[src/hw/rtl/u8u16_pkg.sv]
// ----------------------------------------------------------------------------
// u8u16_pkg
// Shared types and constants of the UTF-8 to UTF-16 transcoder.
// ----------------------------------------------------------------------------
package u8u16_pkg;

  localparam logic [15:0] REPL_UNIT = 16'hFFFD;

  localparam int unsigned Q_DEPTH = 4;
  localparam int unsigned Q_AW    = 2;

  // One decoded byte: one or two results. The last result is the end item
  // when term is set, otherwise a unit.
  typedef struct packed {
    logic        dual;
    logic        term;
    logic [15:0] unit0;
    logic [15:0] unit1;
  } cmd_t;

endpackage

[src/hw/rtl/u8u16_front.sv]
// ----------------------------------------------------------------------------
// u8u16_front
// Byte classifier and code point assembler; issues result commands.
// ----------------------------------------------------------------------------
module u8u16_front (
  input  logic               clk_i,
  input  logic               rst_ni,
  input  logic               in_valid_i,
  output logic               in_ready_o,
  input  logic [7:0]         in_byte_i,
  input  logic               q_full_i,
  output logic               push_o,
  output u8u16_pkg::cmd_t    cmd_o
);
  import u8u16_pkg::*;

  localparam logic [20:0] BMP_MAX  = 21'h00FFFF;
  localparam logic [20:0] CP_LIMIT = 21'h10FFFD;
  localparam logic [20:0] SUPP_OFS = 21'h010000;

  logic [20:0] partial_q, partial_d;
  logic [1:0]  remain_q, remain_d;

  logic        accept;
  logic        is_cont;
  logic [1:0]  lead_rem;
  logic [20:0] lead_val;
  logic [20:0] next_val;
  logic [20:0] supp;
  logic        lead_unit;
  logic [15:0] lead_code;
  logic        has_cmd;

  assign in_ready_o = !q_full_i;
  assign accept     = in_valid_i && in_ready_o;
  assign is_cont    = (in_byte_i[7:6] == 2'b10);
  assign next_val   = {partial_q[14:0], in_byte_i[5:0]};
  assign supp       = next_val - SUPP_OFS;

  always_comb begin
    if (in_byte_i[7:4] inside {4'hC, 4'hD}) begin
      lead_rem = 2'd1;
      lead_val = {16'b0, in_byte_i[4:0]};
    end else if (in_byte_i[7:4] == 4'hE) begin
      lead_rem = 2'd2;
      lead_val = {17'b0, in_byte_i[3:0]};
    end else if (in_byte_i[7:4] == 4'hF) begin
      lead_rem = 2'd3;
      lead_val = {18'b0, in_byte_i[2:0]};
    end else begin
      lead_rem = 2'd0;
      lead_val = '0;
    end
  end

  always_comb begin
    lead_unit = 1'b0;
    lead_code = {8'b0, in_byte_i};
    if (is_cont) begin
      lead_unit = 1'b1;
      lead_code = REPL_UNIT;
    end else if (lead_rem == 2'd0) begin
      lead_unit = 1'b1;
    end
  end

  always_comb begin
    partial_d   = partial_q;
    remain_d    = remain_q;
    has_cmd     = 1'b0;
    cmd_o.dual  = 1'b0;
    cmd_o.term  = 1'b0;
    cmd_o.unit0 = REPL_UNIT;
    cmd_o.unit1 = REPL_UNIT;
    if (in_byte_i == 8'h00) begin
      has_cmd    = 1'b1;
      cmd_o.term = 1'b1;
      cmd_o.dual = (remain_q != 2'd0);
      partial_d  = '0;
      remain_d   = 2'd0;
    end else if (remain_q != 2'd0 && is_cont) begin
      remain_d = remain_q - 2'd1;
      if (remain_q == 2'd1) begin
        partial_d = '0;
        has_cmd   = 1'b1;
        if (next_val <= BMP_MAX) begin
          cmd_o.unit0 = next_val[15:0];
        end else if (next_val <= CP_LIMIT) begin
          cmd_o.dual  = 1'b1;
          cmd_o.unit0 = 16'hD800 | {6'b0, supp[19:10]};
          cmd_o.unit1 = 16'hDC00 | {6'b0, supp[9:0]};
        end
      end else begin
        partial_d = next_val;
      end
    end else begin
      partial_d = lead_unit ? '0 : lead_val;
      remain_d  = lead_unit ? 2'd0 : lead_rem;
      if (remain_q != 2'd0) begin
        has_cmd     = 1'b1;
        cmd_o.dual  = lead_unit;
        cmd_o.unit1 = lead_code;
      end else if (lead_unit) begin
        has_cmd     = 1'b1;
        cmd_o.unit0 = lead_code;
      end
    end
  end

  assign push_o = accept && has_cmd;

  always_ff @(posedge clk_i or negedge rst_ni) begin
    if (!rst_ni) begin
      partial_q <= '0;
      remain_q  <= 2'd0;
    end else if (accept) begin
      partial_q <= partial_d;
      remain_q  <= remain_d;
    end
  end

endmodule

[src/hw/rtl/u8u16_queue.sv]
// ----------------------------------------------------------------------------
// u8u16_queue
// Small command queue between the classifier and the output sequencer.
// ----------------------------------------------------------------------------
module u8u16_queue (
  input  logic               clk_i,
  input  logic               rst_ni,
  input  logic               wr_en_i,
  input  u8u16_pkg::cmd_t    wr_data_i,
  output logic               full_o,
  input  logic               rd_en_i,
  output u8u16_pkg::cmd_t    rd_data_o,
  output logic               empty_o
);
  import u8u16_pkg::*;

  cmd_t            mem_q [Q_DEPTH];
  logic [Q_AW-1:0] wr_ptr_q, rd_ptr_q;
  logic [Q_AW:0]   count_q, count_d;

  assign full_o    = (count_q == (Q_AW+1)'(Q_DEPTH));
  assign empty_o   = (count_q == '0);
  assign rd_data_o = mem_q[rd_ptr_q];

  always_comb begin
    count_d = count_q;
    if (wr_en_i && !rd_en_i) begin
      count_d = count_q + 1'b1;
    end else if (rd_en_i && !wr_en_i) begin
      count_d = count_q - 1'b1;
    end
  end

  always_ff @(posedge clk_i) begin
    if (wr_en_i) begin
      mem_q[wr_ptr_q] <= wr_data_i;
    end
  end

  always_ff @(posedge clk_i or negedge rst_ni) begin
    if (!rst_ni) begin
      wr_ptr_q <= '0;
      rd_ptr_q <= '0;
      count_q  <= '0;
    end else begin
      if (wr_en_i) begin
        wr_ptr_q <= wr_ptr_q + 1'b1;
      end
      if (rd_en_i) begin
        rd_ptr_q <= rd_ptr_q + 1'b1;
      end
      count_q <= count_d;
    end
  end

  a_no_overflow: assert property (@(posedge clk_i) disable iff (!rst_ni)
    wr_en_i |-> !full_o) else $error("queue write while full");

  a_no_underflow: assert property (@(posedge clk_i) disable iff (!rst_ni)
    rd_en_i |-> !empty_o) else $error("queue read while empty");

endmodule

[src/hw/rtl/u8u16_back.sv]
// ----------------------------------------------------------------------------
// u8u16_back
// Output sequencer: expands commands into results and keeps the unit count.
// ----------------------------------------------------------------------------
module u8u16_back #(
  parameter int unsigned COUNT_BITS = 16
) (
  input  logic               clk_i,
  input  logic               rst_ni,
  input  u8u16_pkg::cmd_t    cmd_i,
  input  logic               q_empty_i,
  output logic               pop_o,
  output logic               out_valid_o,
  input  logic               out_ready_i,
  output logic [15:0]        code_unit_o,
  output logic               unit_valid_o,
  output logic               string_done_o,
  output logic [15:0]        total_units_o
);
  import u8u16_pkg::*;

  logic                  sub_q, sub_d;
  logic                  out_valid_q;
  logic [15:0]           code_q, total_q;
  logic                  uvalid_q, done_q;
  logic [COUNT_BITS-1:0] cnt_q, cnt_d;
  logic [15:0]           cnt_sat;

  logic        load;
  logic        sel_end;
  logic [15:0] sel_code;

  generate
    if (COUNT_BITS > 16) begin : g_wide
      assign cnt_sat = (cnt_q > COUNT_BITS'(17'h0FFFF)) ? 16'hFFFF : cnt_q[15:0];
    end else begin : g_narrow
      assign cnt_sat = 16'(cnt_q);
    end
  endgenerate

  assign load = !q_empty_i && (!out_valid_q || out_ready_i);

  always_comb begin
    sub_d    = sub_q;
    pop_o    = 1'b0;
    sel_end  = 1'b0;
    sel_code = cmd_i.unit0;
    if (sub_q) begin
      sel_end  = cmd_i.term;
      sel_code = cmd_i.unit1;
    end else if (!cmd_i.dual) begin
      sel_end = cmd_i.term;
    end
    if (load) begin
      if (!sub_q && cmd_i.dual) begin
        sub_d = 1'b1;
      end else begin
        sub_d = 1'b0;
        pop_o = 1'b1;
      end
    end
  end

  always_comb begin
    cnt_d = cnt_q;
    if (load) begin
      if (sel_end) begin
        cnt_d = '0;
      end else if (cnt_q != '1) begin
        cnt_d = cnt_q + 1'b1;
      end
    end
  end

  always_ff @(posedge clk_i or negedge rst_ni) begin
    if (!rst_ni) begin
      sub_q       <= 1'b0;
      out_valid_q <= 1'b0;
      cnt_q       <= '0;
    end else begin
      sub_q <= sub_d;
      cnt_q <= cnt_d;
      if (load) begin
        out_valid_q <= 1'b1;
      end else if (out_ready_i) begin
        out_valid_q <= 1'b0;
      end
    end
  end

  always_ff @(posedge clk_i) begin
    if (load) begin
      code_q   <= sel_end ? 16'h0000 : sel_code;
      total_q  <= sel_end ? cnt_sat : 16'h0000;
      uvalid_q <= !sel_end;
      done_q   <= sel_end;
    end
  end

  assign out_valid_o   = out_valid_q;
  assign code_unit_o   = code_q;
  assign unit_valid_o  = uvalid_q;
  assign string_done_o = done_q;
  assign total_units_o = total_q;

  a_sub_has_head: assert property (@(posedge clk_i) disable iff (!rst_ni)
    sub_q |-> !q_empty_i) else $error("second result pending without command");

  a_end_item_form: assert property (@(posedge clk_i) disable iff (!rst_ni)
    (out_valid_q && done_q) |-> (!uvalid_q && code_q == 16'h0000))
    else $error("end item carries a unit");

endmodule

[src/hw/rtl/utf8_to_utf16_transcoder_unit.sv]
// ----------------------------------------------------------------------------
// utf8_to_utf16_transcoder_unit
// UTF-8 byte stream in, UTF-16 code unit stream out.
// ----------------------------------------------------------------------------
// Slave channel takes one UTF-8 byte per request in tdata[7:0]; a zero byte
// ends the string. Master channel gives one result per request: a code unit
// (tuser high) or the end item of a string (tlast high, tuser low) whose
// upper tdata half holds the saturated unit count of the string.
// A result passes through the command queue and then the output register.
// Throughput: one byte per cycle. A byte that completes a surrogate pair,
// cuts a sequence short before a single-byte lead, or ends a string inside
// a sequence gives two results, which the output sequencer sends in turn;
// the four-entry command queue absorbs such bursts, and the slave side
// stalls only when it fills.
// When the receiver stalls, the output register holds its result, the
// queue fills, and then tready on the slave side drops.
// Reset clears the partial code point, the pending byte count, the unit
// count, the queue and the output valid flag.
// ----------------------------------------------------------------------------
module utf8_to_utf16_transcoder_unit #(
  parameter int unsigned COUNT_BITS = 16
) (
  input  logic        clk_i,
  input  logic        rst_ni,
  input  logic        s_axis_tvalid_i,
  output logic        s_axis_tready_o,
  input  logic [7:0]  s_axis_tdata_i,   // [7:0] in_byte
  output logic        m_axis_tvalid_o,
  input  logic        m_axis_tready_i,
  output logic [31:0] m_axis_tdata_o,   // [15:0] code_unit, [31:16] total_units
  output logic        m_axis_tlast_o,   // string_done
  output logic        m_axis_tuser_o    // [0] unit_valid
);
  import u8u16_pkg::*;

  cmd_t        push_cmd, head_cmd;
  logic        push, pop, q_full, q_empty;
  logic [15:0] code_unit, total_units;

  u8u16_front u_front (
    .clk_i      (clk_i),
    .rst_ni     (rst_ni),
    .in_valid_i (s_axis_tvalid_i),
    .in_ready_o (s_axis_tready_o),
    .in_byte_i  (s_axis_tdata_i),
    .q_full_i   (q_full),
    .push_o     (push),
    .cmd_o      (push_cmd)
  );

  u8u16_queue u_queue (
    .clk_i     (clk_i),
    .rst_ni    (rst_ni),
    .wr_en_i   (push),
    .wr_data_i (push_cmd),
    .full_o    (q_full),
    .rd_en_i   (pop),
    .rd_data_o (head_cmd),
    .empty_o   (q_empty)
  );

  u8u16_back #(
    .COUNT_BITS (COUNT_BITS)
  ) u_back (
    .clk_i         (clk_i),
    .rst_ni        (rst_ni),
    .cmd_i         (head_cmd),
    .q_empty_i     (q_empty),
    .pop_o         (pop),
    .out_valid_o   (m_axis_tvalid_o),
    .out_ready_i   (m_axis_tready_i),
    .code_unit_o   (code_unit),
    .unit_valid_o  (m_axis_tuser_o),
    .string_done_o (m_axis_tlast_o),
    .total_units_o (total_units)
  );

  assign m_axis_tdata_o = {total_units, code_unit};

endmodule

[config.mk]
export PLATFORM = sky130hd
export DESIGN_NAME = utf8_to_utf16_transcoder_unit
export DESIGN_NICKNAME = d
export VERILOG_FILES = /design/src/hw/rtl/u8u16_pkg.sv /design/src/hw/rtl/u8u16_front.sv /design/src/hw/rtl/u8u16_queue.sv /design/src/hw/rtl/u8u16_back.sv /design/src/hw/rtl/utf8_to_utf16_transcoder_unit.sv
export SDC_FILE = /design/constraint.sdc
export NUM_CORES = 1
export LEC_CHECK = 0
export BUFFER_PORTS_ARGS = -buffer_cell sky130_fd_sc_hd__buf_2
export CORE_MARGIN = 2
export CORE_UTILIZATION = 35
export CTS_CLUSTER_SIZE = 10
export DETAILED_ROUTE_END_ITERATION = 8
export GPL_ROUTABILITY_DRIVEN = 0
export SLEW_MARGIN = 25
export SYNTH_ARGS = -nofsm -noshare
export SYNTH_HDL_FRONTEND = slang
export SYNTH_SLANG_ARGS = --single-unit
[constraint.sdc]
create_clock -name clk_i -period 8.6 [get_ports clk_i]
set_input_delay 0.86 -clock clk_i [delete_from_list [all_inputs] [get_ports clk_i]]
set_output_delay 0.86 -clock clk_i [all_outputs]
set_load 0.05 [all_outputs]
==> metrics <==
Lkg Pwr 0.003407 uW; count of pins over their slew limit 0; Seq/Total Area, Yosys 68.62%; first-pass GRT wire length 26.33 mm; Row Count 56; Setup CP Type register to register; dpl ws between 4 and 5 ns; Slew headroom between 30% and 40%; EDFF count, synth 154; Worst-Margin Slew between 0.9 and 1 ns; pwr dens 356.5 nW/um2; Yosys top cell by area edfxtp_1; Unique masters post-synth 55; Startpoint Class register; remaining antenna violation count after routing 0; Die H 157.7 um; CP Max Fanout 12; ratio of cells with drive above 1 in the final layout 22.17%; final hold vios 0; Final Critical Period around 3.4 ns; M3 GR Usage 3.011%; io pins 48; hpwl dp between 10 and 15 mm; syn_nets roughly 570; synthesized cell area 8270 um2; router iterations before antenna repair 5; number of global-route vias before repair 4802; die area 24880 um2; CTS tree built; CTS Hold Bufs 0; ys flop type edfxtp_1; Syn Area/Cell 15.20 um2; worst skew pair latency 0.44 ns; yosys warns 0; core area 23330 um2; Gates resized, CTS repair 0; Max Cap Violations 0; total grt overflow 0; Routed WL per cell 18.07 um; clk slew on worst S/H paths 0.07 ns; Req. time, crit path around 9.0 ns; clock tree buffer depth 2; nets approximately 600; # H-tree levels 4; Commonest cells post-synth 154 x edfxtp_1, 42 x dfrtp_1, 40 x nor2_1; Initial Util 35.45%; area growth from synthesis to layout 14.13%; die width 157.7 um; vias per cell between 5 and 6; Synth top area share 55.92%; fillers 2087; initial antenna violation count 0; drt drc 0; M2 GR Usage 22.57%; Clock Skew 0.01139 ns; status finished clean; maximum clock rate 0.2980 GHz; unrepaired setup endpoints after global routing false; grt met1 use approximately a fifth; setup ws final about 5.2 ns; CTS buffer count 17; top post-synthesis cells by area edfxtp_1 56%, dfrtp_1 13%, mux4_2 8.2%; Seq cells post-synth 196; port buffer count 47; share of flip-flops with an asynchronous set or reset 21.43%; DRC violation total after the first TritonRoute iteration 504; Worst Path Arrival 3.71 ns; Overall Power roughly 3400 uW; worst min path class input pin to asynchronous set/reset pin; Ant. Diodes 0; postcts setup bufs 0; Syn Inst Count 544; most common cell in the netlist edfxtp_1; Clock Root Buffer clkbuf_16; final setup fails 0; Worst VDD drop about 130 uV; vias ~4.7k; Top Usage Layer GRT met2; # clock sinks 196; final worst path period share between 30% and 40%; Final TNS setup 0 ns; final wirelength 16.61 mm; Total Routing Usage GR 14.05%; largest net degree at the start of global routing 43; Critical Path End Type register
cells by family (layout without fill, tap and decap cells):
logic type,Yosys count,after routing,synth area share [%]
adder cells (fa/ha/maj),11,11,1.755
XOR/XNOR,21,21,2.224
AND/OR/NAND/NOR,160,160,9.879
flip-flops,196,196,68.62
buffers and inverters,41,97,2.027
multiplexers,42,42,9.637
AO/OA/AOI/OAI,73,73,5.855
state kept, by name (all words and copies together) (netlist names):
register and count:
u_back.cnt_q 16, u_queue.wr_ptr_q 2, u_back.total_units_o 16, u_queue.mem_q 120, u_back.out_valid_o 1, u_front.partial_q 15, u_back.sub_q 1, u_front.remain_q 2
u_queue.count_q 3, u_queue.rd_ptr_q 2, u_back.code_unit_o 16, u_back.unit_valid_o 1, u_back.string_done_o 1
layout make-up:
type	instances	area (um2)	area share [%]
repair buffers	49	252.7	2.678
clock inverters	15	185.2	1.962
flip-flops and latches	196	5679	60.17
clock buffers	17	425.4	4.507
well taps	319	399.1	4.229
multi-input cells	307	2437	25.82
inverters	16	60.06	0.6363
per-layer routing:
layer	routed length, um	vias up
met1	7306	2348
met2	8188	132
met4	326	0
met3	784	29
li1	-	2159
met5	0	-
final timing paths:
path / from / endpoint / slack [ns] / cells after the start
min: rst_ni / u_back.cnt_q[10] / 0.41 / 1
max: u_front.remain_q[0] / u_queue.count_q[2] / 5.24 / 11
min reg2reg: u_back.out_valid_o / u_back.out_valid_o / 0.51 / 2
max in group asynchronous: rst_ni / u_queue.rd_ptr_q[0] / 7.77 / 1
min in group clk_i: u_back.out_valid_o / u_back.out_valid_o / 0.51 / 2
max reg2reg: u_front.remain_q[0] / u_queue.count_q[2] / 5.24 / 11
per-stage QoR:
stage	hold slack [ns]	cells	instance area (um2)	utilization, %
global route	0.4387	919	9439	40.45
CTS	0.5069	919	9437	40.44
detailed placement	0.4959	887	8826	37.83
finish	0.4054	919	9439	40.45
global placement	0.4851	887	8818	37.79
floorplan	0.4636	544	8270	-
placed cells by master, fill, tap and decap left out, drive strengths merged, types with 4 or more instances in the layout:
cell type | netlist | layout
mux2i | 11 | 11
a21oi | 16 | 16
nor3 | 9 | 9
xnor2 | 5 | 5
o32a | 4 | 4
and2 | 9 | 9
buf | 11 | 49
nand4 | 6 | 6
nand3 | 6 | 6
nor4 | 7 | 7
nor2 | 40 | 40
nand2b | 10 | 10
inv | 16 | 25
or2 | 8 | 8
nand2 | 34 | 34
clkbuf | 14 | 17
and3 | 18 | 18
xor2 | 16 | 16
dfrtp | 42 | 42
edfxtp | 154 | 154
mux4 | 30 | 30
a22o | 8 | 8
o21ai | 26 | 26
ha | 10 | 10
power by group:
part	leakage (uW)	switching (uW)	internal (uW)
logic	0.00115	715	355
registers	0.00196	138	1340
clock network	0.000297	374	443
critical path: stages, from the launching register on:
cell,delay [ns]
dfrtp_1,0.40
inv_1,0.08
ha_1,0.31
or3_1,0.40
nor2_1,0.15
a311oi_1,0.73
ha_1,0.32
inv_1,0.06
fa_1,0.37
xor2_1,0.17
nor2_1,0.12
xor2_1,0.16
No activity file was read; power rests on OpenSTA's default activity.
